[src/hw/rtl/spzd_pkg.sv]
// Shared types and constants for the swing pivot zone detector.
// No dependencies; every other file in hw/rtl imports this package.
package spzd_pkg;

    localparam int unsigned IdxW   = 32;
    localparam int unsigned PriceW = 32;
    localparam int unsigned SegW   = 8;

    // swing point kind
    localparam logic OP_TOP    = 1'b0;
    localparam logic OP_BOTTOM = 1'b1;

    localparam logic [SegW-1:0] SEG_MAX      = '1;
    localparam logic [SegW-1:0] SEG_DONE_MIN = SegW'(2);

    typedef logic        [IdxW-1:0]   t_idx;
    typedef logic signed [PriceW-1:0] t_price;
    typedef logic        [SegW-1:0]   t_seg;

    typedef struct packed {
        logic   op;
        t_idx   bar_index;
        t_price price;
    } t_in_item;

    typedef struct packed {
        logic   completed;
        logic   in_zone;
        t_idx   zone_start;
        t_idx   zone_end;
        t_price zone_high;
        t_price zone_low;
        t_price prior_high;
        t_price prior_low;
        t_seg   segment_count;
    } t_out_item;

    typedef struct packed {
        logic   zone_open;
        t_seg   segments;
        t_idx   top_recent_idx;
        t_idx   top_older_idx;
        t_idx   bot_recent_idx;
        t_idx   bot_older_idx;
        t_price top_recent_val;
        t_price top_older_val;
        t_price bot_recent_val;
        t_price bot_older_val;
        t_price upper_bound;
        t_price lower_bound;
        t_price saved_upper;
        t_price saved_lower;
        t_idx   start_idx;
        t_idx   end_idx;
    } t_state;

endpackage

[src/hw/rtl/spzd_in_if.sv]
// Valid/ready channel carrying one swing point per beat.
// Depends on spzd_pkg.
interface spzd_in_if;
    import spzd_pkg::*;

    logic     valid;
    logic     ready;
    t_in_item data;

    modport source (output valid, output data, input ready);
    modport sink   (input valid, input data, output ready);
endinterface

[src/hw/rtl/spzd_out_if.sv]
// Valid/ready channel carrying one zone result per beat.
// Depends on spzd_pkg.
interface spzd_out_if;
    import spzd_pkg::*;

    logic      valid;
    logic      ready;
    t_out_item data;

    modport source (output valid, output data, input ready);
    modport sink   (input valid, input data, output ready);
endinterface

[src/hw/rtl/spzd_step.sv]
// Next-state and result logic for one swing point.
// Pure combinational; depends on spzd_pkg.
module spzd_step (
    input  spzd_pkg::t_state    i_state,
    input  spzd_pkg::t_in_item  i_item,
    output spzd_pkg::t_state    o_state,
    output spzd_pkg::t_out_item o_result
);
    import spzd_pkg::*;

    t_state s;
    logic   done;
    t_price ub_min;
    t_price lb_max;

    always_comb begin
        s      = i_state;
        done   = 1'b0;
        ub_min = '0;
        lb_max = '0;

        if (i_state.zone_open) begin
            s.segments    = (i_state.segments != SEG_MAX) ? i_state.segments + t_seg'(1)
                                                          : i_state.segments;
            s.saved_upper = i_state.upper_bound;
            s.saved_lower = i_state.lower_bound;
        end else begin
            s.segments = '0;
        end

        if (i_item.op == OP_TOP) begin
            s.top_older_idx  = i_state.top_recent_idx;
            s.top_older_val  = i_state.top_recent_val;
            s.top_recent_idx = i_item.bar_index;
            s.top_recent_val = i_item.price;
            if (!i_state.zone_open) begin
                ub_min = (i_item.price < i_state.top_recent_val) ? i_item.price
                                                                 : i_state.top_recent_val;
                s.upper_bound = ub_min;
                if (ub_min > i_state.lower_bound) begin
                    s.start_idx = (i_state.bot_recent_val < i_state.bot_older_val)
                                  ? i_state.bot_older_idx : i_state.top_recent_idx;
                    s.zone_open = 1'b1;
                end
            end else begin
                ub_min = (i_item.price < i_state.upper_bound) ? i_item.price
                                                              : i_state.upper_bound;
                s.upper_bound = ub_min;
                if (ub_min < i_state.lower_bound) begin
                    // zone collapsed: bounds snap back to the latest swings
                    s.upper_bound = i_item.price;
                    s.lower_bound = i_state.bot_recent_val;
                    s.end_idx     = i_state.top_recent_idx;
                    s.zone_open   = 1'b0;
                    done          = s.segments > SEG_DONE_MIN;
                end
            end
        end else begin
            s.bot_older_idx  = i_state.bot_recent_idx;
            s.bot_older_val  = i_state.bot_recent_val;
            s.bot_recent_idx = i_item.bar_index;
            s.bot_recent_val = i_item.price;
            if (!i_state.zone_open) begin
                lb_max = (i_item.price > i_state.bot_recent_val) ? i_item.price
                                                                 : i_state.bot_recent_val;
                s.lower_bound = lb_max;
                if (i_state.upper_bound > lb_max) begin
                    s.start_idx = (i_state.top_recent_val > i_state.top_older_val)
                                  ? i_state.top_older_idx : i_state.bot_recent_idx;
                    s.zone_open = 1'b1;
                end
            end else begin
                lb_max = (i_item.price > i_state.lower_bound) ? i_item.price
                                                              : i_state.lower_bound;
                s.lower_bound = lb_max;
                if (i_state.upper_bound < lb_max) begin
                    s.upper_bound = i_state.top_recent_val;
                    s.lower_bound = i_item.price;
                    s.end_idx     = i_state.bot_recent_idx;
                    s.zone_open   = 1'b0;
                    done          = s.segments > SEG_DONE_MIN;
                end
            end
        end
    end

    assign o_state = s;

    assign o_result.completed     = done;
    assign o_result.in_zone       = s.zone_open;
    assign o_result.zone_start    = s.start_idx;
    assign o_result.zone_end      = s.end_idx;
    assign o_result.zone_high     = s.upper_bound;
    assign o_result.zone_low      = s.lower_bound;
    assign o_result.prior_high    = s.saved_upper;
    assign o_result.prior_low     = s.saved_lower;
    assign o_result.segment_count = s.segments;

endmodule

[src/hw/rtl/swing_pivot_zone_detector_core.sv]
// Swing pivot zone detector, top level.
// Depends on spzd_pkg, spzd_in_if, spzd_out_if and spzd_step.
//
// Usage:
//   i_pt carries one swing point per beat (op, bar_index, price); o_res
//   returns exactly one zone result per point, in order.
//   A point is captured in an input register; the zone state and the result
//   register are then updated together once the result register is free, so
//   a result passes through two register stages. One point per cycle is
//   sustained while o_res accepts; the only loop is the zone state update.
//   When o_res stalls, the result register holds and the input register
//   still takes one more point; i_pt.ready drops only while both are full.
//   Reset (synchronous, active low) empties both registers and clears the
//   zone state: no zone open, all bounds, indexes and counters at zero.
//   There are no configuration registers.
module swing_pivot_zone_detector_core (
    input  logic           i_clk,
    input  logic           i_rst_n,
    spzd_in_if.sink        i_pt,
    spzd_out_if.source     o_res
);
    import spzd_pkg::*;

    logic      r_in_vld;
    t_in_item  r_in_item;
    logic      r_out_vld;
    t_out_item r_out_item;
    t_state    r_state;

    t_state    n_state;
    t_out_item n_out_item;

    logic out_free;
    logic advance;

    assign out_free   = !r_out_vld || o_res.ready;
    assign advance    = r_in_vld && out_free;
    assign i_pt.ready = !r_in_vld || advance;

    spzd_step u_step (
        .i_state  (r_state),
        .i_item   (r_in_item),
        .o_state  (n_state),
        .o_result (n_out_item)
    );

    always_ff @(posedge i_clk) begin
        if (!i_rst_n) begin
            r_in_vld  <= 1'b0;
            r_out_vld <= 1'b0;
            r_state   <= '0;
        end else begin
            if (i_pt.ready) begin
                r_in_vld <= i_pt.valid;
            end
            if (out_free) begin
                r_out_vld <= r_in_vld;
            end
            if (advance) begin
                r_state <= n_state;
            end
        end
    end

    always_ff @(posedge i_clk) begin
        if (i_pt.ready && i_pt.valid) begin
            r_in_item <= i_pt.data;
        end
        if (advance) begin
            r_out_item <= n_out_item;
        end
    end

    assign o_res.valid = r_out_vld;
    assign o_res.data  = r_out_item;

endmodule

[src/flat_wrapper.sv]
// flat-port wrapper written by rule: the top's interface ports become plain ports
module swing_pivot_zone_detector_core_flat import spzd_pkg::*;
  (i_clk, i_rst_n, i_pt_valid, i_pt_data, i_pt_ready, o_res_valid, o_res_data, o_res_ready);
  spzd_in_if i_pt_i ();
  spzd_out_if o_res_i ();
  input  logic i_clk;
  input  logic i_rst_n;
  input wire logic [$bits(i_pt_i.valid)-1:0] i_pt_valid;
  input wire logic [$bits(i_pt_i.data)-1:0] i_pt_data;
  output wire logic [$bits(i_pt_i.ready)-1:0] i_pt_ready;
  output wire logic [$bits(o_res_i.valid)-1:0] o_res_valid;
  output wire logic [$bits(o_res_i.data)-1:0] o_res_data;
  input wire logic [$bits(o_res_i.ready)-1:0] o_res_ready;
  assign i_pt_i.valid = i_pt_valid;
  assign i_pt_i.data = i_pt_data;
  assign i_pt_ready = i_pt_i.ready;
  assign o_res_valid = o_res_i.valid;
  assign o_res_data = o_res_i.data;
  assign o_res_i.ready = o_res_ready;
  swing_pivot_zone_detector_core u_core (.i_clk(i_clk), .i_rst_n(i_rst_n), .i_pt(i_pt_i), .o_res(o_res_i));
endmodule
[config.mk]
export PLATFORM = sky130hd
export DESIGN_NAME = swing_pivot_zone_detector_core_flat
export DESIGN_NICKNAME = d
export VERILOG_FILES = /design/src/hw/rtl/spzd_pkg.sv /design/src/hw/rtl/spzd_in_if.sv /design/src/hw/rtl/spzd_out_if.sv /design/src/hw/rtl/spzd_step.sv /design/src/hw/rtl/swing_pivot_zone_detector_core.sv /design/src/flat_wrapper.sv
export SDC_FILE = /design/constraint.sdc
export NUM_CORES = 2
export LEC_CHECK = 0
export BUFFER_PORTS_ARGS = -buffer_cell sky130_fd_sc_hd__buf_4
export CORE_MARGIN = 2
export CORE_UTILIZATION = 30
export CTS_CLUSTER_SIZE = 20
export DETAILED_ROUTE_END_ITERATION = 6
export GPL_ROUTABILITY_DRIVEN = 0
export SLEW_MARGIN = 20
export SYNTH_ARGS = -nofsm -noshare
export SYNTH_HDL_FRONTEND = slang
export SYNTH_SLANG_ARGS = --single-unit
[constraint.sdc]
create_clock -name i_clk -period 11.55 [get_ports i_clk]
set_clock_uncertainty 0.1 [all_clocks]
set_input_delay 2.31 -clock i_clk [delete_from_list [all_inputs] [get_ports i_clk]]
set_output_delay 2.31 -clock i_clk [all_outputs]
set_load 0.02 [all_outputs]
==> run summary <==
The run finished with clean final reports. The worst register-to-register path ends at u_core.o_res.data[134]. OpenSTA, run right after detailed placement, puts the worst setup slack at approximately 3.7 ns. For the worst-skew pair, the clock arrives at the later sink with an insertion delay of 0.71 ns. In the synthesized netlist the dominant register cell turns out to be sky130_fd_sc_hd__dfxtp_1.

The clock edge transition at the registers on the reported setup and hold paths came out at 0.06 ns. The post-detailed-route via-to-cell ratio came out at about 5.3. The via count of the first global-routing pass is 31348. By instance count, the leading cell after synthesis is sky130_fd_sc_hd__nand2_1. The number of different library cells used by synthesis comes to 86. The average instance area after synthesis came out at 9.397 sq um.

The critical register-to-register path startpoint is u_core.r_in_item[27]. In this run, post-CTS hold repair placed 0 buffers. On the critical path, the stage with the largest delay is an instance of sky130_fd_sc_hd__nor4_1. The library cell used as clock root buffer is sky130_fd_sc_hd__clkbuf_16. In this run the most critical hold path is launched from u_core.r_state[19]. Of the cells placed in the final design, the portion with a size suffix greater than 1 is 14.27%. The area of the mapped netlist is 39830 sq um. The number of resized instances in the post-cts repair step is 0.

Counting instances, the worst hold path has a depth of 1. For hold timing, the worst endpoint is u_core.r_state[19]. After floorplanning, the core was sized to cover roughly 130000 sq um. The maximum number of pins on one net before global-route repair is 109.

Ranked by instance count, the synthesized netlist is headed by sky130_fd_sc_hd__nand2_1, sky130_fd_sc_hd__dfxtp_1, sky130_fd_sc_hd__a21boi_0. The worst supply voltage drop on vdd came out at approximately 0.09 mV. Yosys attributes the largest share of cell area to sky130_fd_sc_hd__dfxtp_1, sky130_fd_sc_hd__edfxtp_1, sky130_fd_sc_hd__ha_1.

Setup violations remaining at the end of the flow were counted as 0. Counting flops with an async set or reset pin after synthesis yields a share of 0%. In this run the core area contains approximately 130 standard-cell rows. Walking the worst path, the cells encountered are ha_1, nand4_1, nor4_1, o41ai_1, a211oi_4, buf_4, a21oi_1, ha_1, and2_1, nand4_1, nor4_1, a211oi_1, xnor2_1, nand2_1, nor2_4, buf_4, mux2i_1, mux2i_1.

The path length in cells of the critical path is 18. The final-report hold violation count was 0. The count of nets left with antenna violations once routing finished came out at 0. The number of nets at the end of the flow came out at about 4700. The worst setup path is launched from a flop. After detailed routing, the total wire length is approximately 140000 microns. The synthesized design contains between 200 and 300 enable-type register cells. The CTS sink count is 726. After global routing the overflow that remains totals 0. Along the worst path, the maximum fanout reaches 65. The largest single stage delay on the critical path is 1.00 ns. After routing, the total negative slack on setup checks comes to 0 ns. The worst setup margin came out at 3.301 ns.

The global-route total usage across every layer came out at a little under 20%. The number of warnings issued by yosys is 0. In this run the number of H-tree levels came out at 3. Compared with the post-synthesis result, the final layout area differs by 16.08%.

The initial standard-cell utilization of the core came out at between 30% and 40%. Pin placement for this block handled roughly 270 I/O pins. The final critical path time including I/O delays and setup came out at between 8 and 9 ns. The tightest min-delay check is of the flop to flop type. The detailed placer's ending HPWL came out at 93690 microns. The pre-antenna-repair detailed-routing pass consisted of 6 iterations. The net count after synthesis is approximately 4600. TritonCTS built the clock tree. Dividing total power by cell area gives a power density of 151.3 nW/um^2. The number of cells on the worst reg-to-reg path came out at 18.

The tightest slew margin relative to the limit came out at 22.70%. After the first detailed-routing iteration, the DRC count stood at ~3700. On the critical path the largest part of the delay comes from simple AND/OR/NAND/NOR gates. After clock tree synthesis, the setup repair step added 0 buffers. The critical path class is flop to flop. The detail-routed net length per standard cell is between 20 and 25 microns. In the finished design, the share of the clock period the worst path needs comes to between 70 and 80%. The number of clock buffers inserted by TritonCTS came out at 82. The x dimension of the die came out at between 300 and 400 microns. The required time reported for the critical path endpoint came out at about 12 ns. The worst reg-to-reg setup slack came out at around 3.3 ns. Setup repair after global routing left no endpoint under its margin. For the worst setup path, the data arrival time is 8.55 ns. The count of final max-slew check failures came out at 0.

The flop and latch count out of synthesis came out at slightly above 700. The vertical die dimension is 368.4 microns. The gate count after technology mapping came out at approximately 4200.

The first global-routing pass estimated between 200000 and 250000 microns of wire. The sequential element share of the synthesized area is 43.20%. Fill cells in the final layout number roughly 13000. The synthesized design spends more area on one cell type than any other, namely sky130_fd_sc_hd__dfxtp_1. At the pin with the least slew margin, the transition time is 1.149 ns. The count of buffering cells on the critical path with inverters included came out at 2. The maximum clock frequency came out at about 0.12 GHz. The maximum buffer depth of the clock tree is 3. The routed via count is approximately 33000.

The sequential standard cell area came out at 17210 sq um. Input and output buffers added on the ports amount to ~270. The die area is ~140000 sq um. Summed over its instances, the top area cell type makes up a little under a quarter of the synthesized netlist area. The leakage component of the power came out at around 17 nW.

STA classifies the critical path endpoint as a flop. The multi-input gate area in the final layout is 20670 sq um. The initial antenna violation count is 15. The number of remaining DRC errors is 0. The max-capacitance violation count came out at 0.
==> cell type report <==
class,count,area share (%)
inverter,236,1.932
timing repair buffer,319,5.204
sequential,726,37.22
clock inverter,39,0.9552
clock buffer,115,5.239
antenna,1,0.005412
multi-input combinational,2994,44.69
tap,1755,4.749
==> registers in the layout (all words and copies together), names as in the netlist <==
| register | cells |
|---|---|
| u_core.r_state | 457 |
| u_core.o_res.data | 202 |
| u_core.r_in_item | 65 |
| u_core.o_res.valid | 1 |
| u_core.r_in_vld | 1 |
==> metal layers <==
metal | track usage, % | vias up | wire (microns)
met5 | 0 | - | 79
met4 | 7.276 | 12 | 4425
met3 | 3.765 | 242 | 10400
met2 | 30.34 | 1249 | 61100
met1 | 26.59 | 16038 | 60800
li1 | - | 15493 | -
==> cells in the final DEF (no fill, tap or decap), types with 87 or more instances in the layout <==
cell	netlist	final
sky130_fd_sc_hd__a21oi_1	129	129
sky130_fd_sc_hd__inv_1	234	234
sky130_fd_sc_hd__buf_4	4	317
sky130_fd_sc_hd__edfxtp_1	267	267
sky130_fd_sc_hd__ha_1	316	316
sky130_fd_sc_hd__mux2i_1	131	130
sky130_fd_sc_hd__clkbuf_16	0	87
sky130_fd_sc_hd__nor2_1	139	132
sky130_fd_sc_hd__nand3_1	124	123
sky130_fd_sc_hd__nand2_1	850	847
sky130_fd_sc_hd__a21boi_0	328	328
sky130_fd_sc_hd__dfxtp_1	459	458
sky130_fd_sc_hd__o21ai_0	135	133
==> where the power goes <==
| group | internal [mW] | switching [mW] | leakage (nW) |
|---|---|---|---|
| Clock | 1.62 | 1.16 | 1.40 |
| Sequential | 2.78 | 0.125 | 6.27 |
| Combinational | 0.471 | 0.843 | 9.42 |
| Total | 4.87 | 2.13 | 17.1 |
==> per-stage QoR <==
step	instances	total power, mW	utilization, %	area [sq um]	hold slack, ns
after floorplan	4239	3.768	-	39830	0.3322
after global placement	6030	4.237	32.95	43370	0.3438
after detailed placement	6030	4.252	32.95	43370	0.3467
after CTS	6184	7.041	35.12	46230	0.3631
after global routing	6184	7.255	35.13	46240	0.3761
final	6185	6.994	35.13	46240	0.3593
==> worst register-to-register path, stage by stage (launching register included) <==
cell and delay (ns):
sky130_fd_sc_hd__edfxtp_1 0.64, sky130_fd_sc_hd__ha_1 0.46, sky130_fd_sc_hd__nand4_1 0.20, sky130_fd_sc_hd__nor4_1 0.74
sky130_fd_sc_hd__o41ai_1 0.27, sky130_fd_sc_hd__a211oi_4 0.27, sky130_fd_sc_hd__buf_4 0.57, sky130_fd_sc_hd__a21oi_1 0.27
sky130_fd_sc_hd__ha_1 0.35, sky130_fd_sc_hd__and2_1 0.15, sky130_fd_sc_hd__nand4_1 0.18, sky130_fd_sc_hd__nor4_1 1.00
sky130_fd_sc_hd__a211oi_1 0.36, sky130_fd_sc_hd__xnor2_1 0.35, sky130_fd_sc_hd__nand2_1 0.54, sky130_fd_sc_hd__nor2_4 0.23
sky130_fd_sc_hd__buf_4 0.61, sky130_fd_sc_hd__mux2i_1 0.51, sky130_fd_sc_hd__mux2i_1 0.14
==> worst max-delay path by stage <==
| stage | from | to |
|---|---|---|
| after floorplan | o_res_ready | u_core.o_res.data[0] |
| after global placement | u_core.r_in_item[25] | u_core.o_res.data[171] |
| after detailed placement | u_core.r_in_item[25] | u_core.o_res.data[176] |
| after CTS | u_core.r_in_item[25] | u_core.o_res.data[176] |
| after global routing | u_core.r_in_item[25] | u_core.o_res.data[172] |
| final | u_core.r_in_item[27] | u_core.o_res.data[134] |
==> logic make-up (layout without fill, tap and decap cells) <==
| family | Yosys count | after routing | synth area share, % |
|---|---|---|---|
| flip-flops | 726 | 726 | 43.20 |
| AO/OA/AOI/OAI | 1049 | 1049 | 19.63 |
| buffers and inverters | 519 | 709 | 5.296 |
| XOR/XNOR | 7 | 7 | 0.1539 |
| AND/OR/NAND/NOR | 1389 | 1389 | 15.30 |
| adder cells (fa/ha/maj) | 316 | 316 | 9.926 |
| other | 0 | 1 | 0 |
| multiplexers | 233 | 233 | 6.505 |
Note: power is estimated with default switching activity, not from simulation.
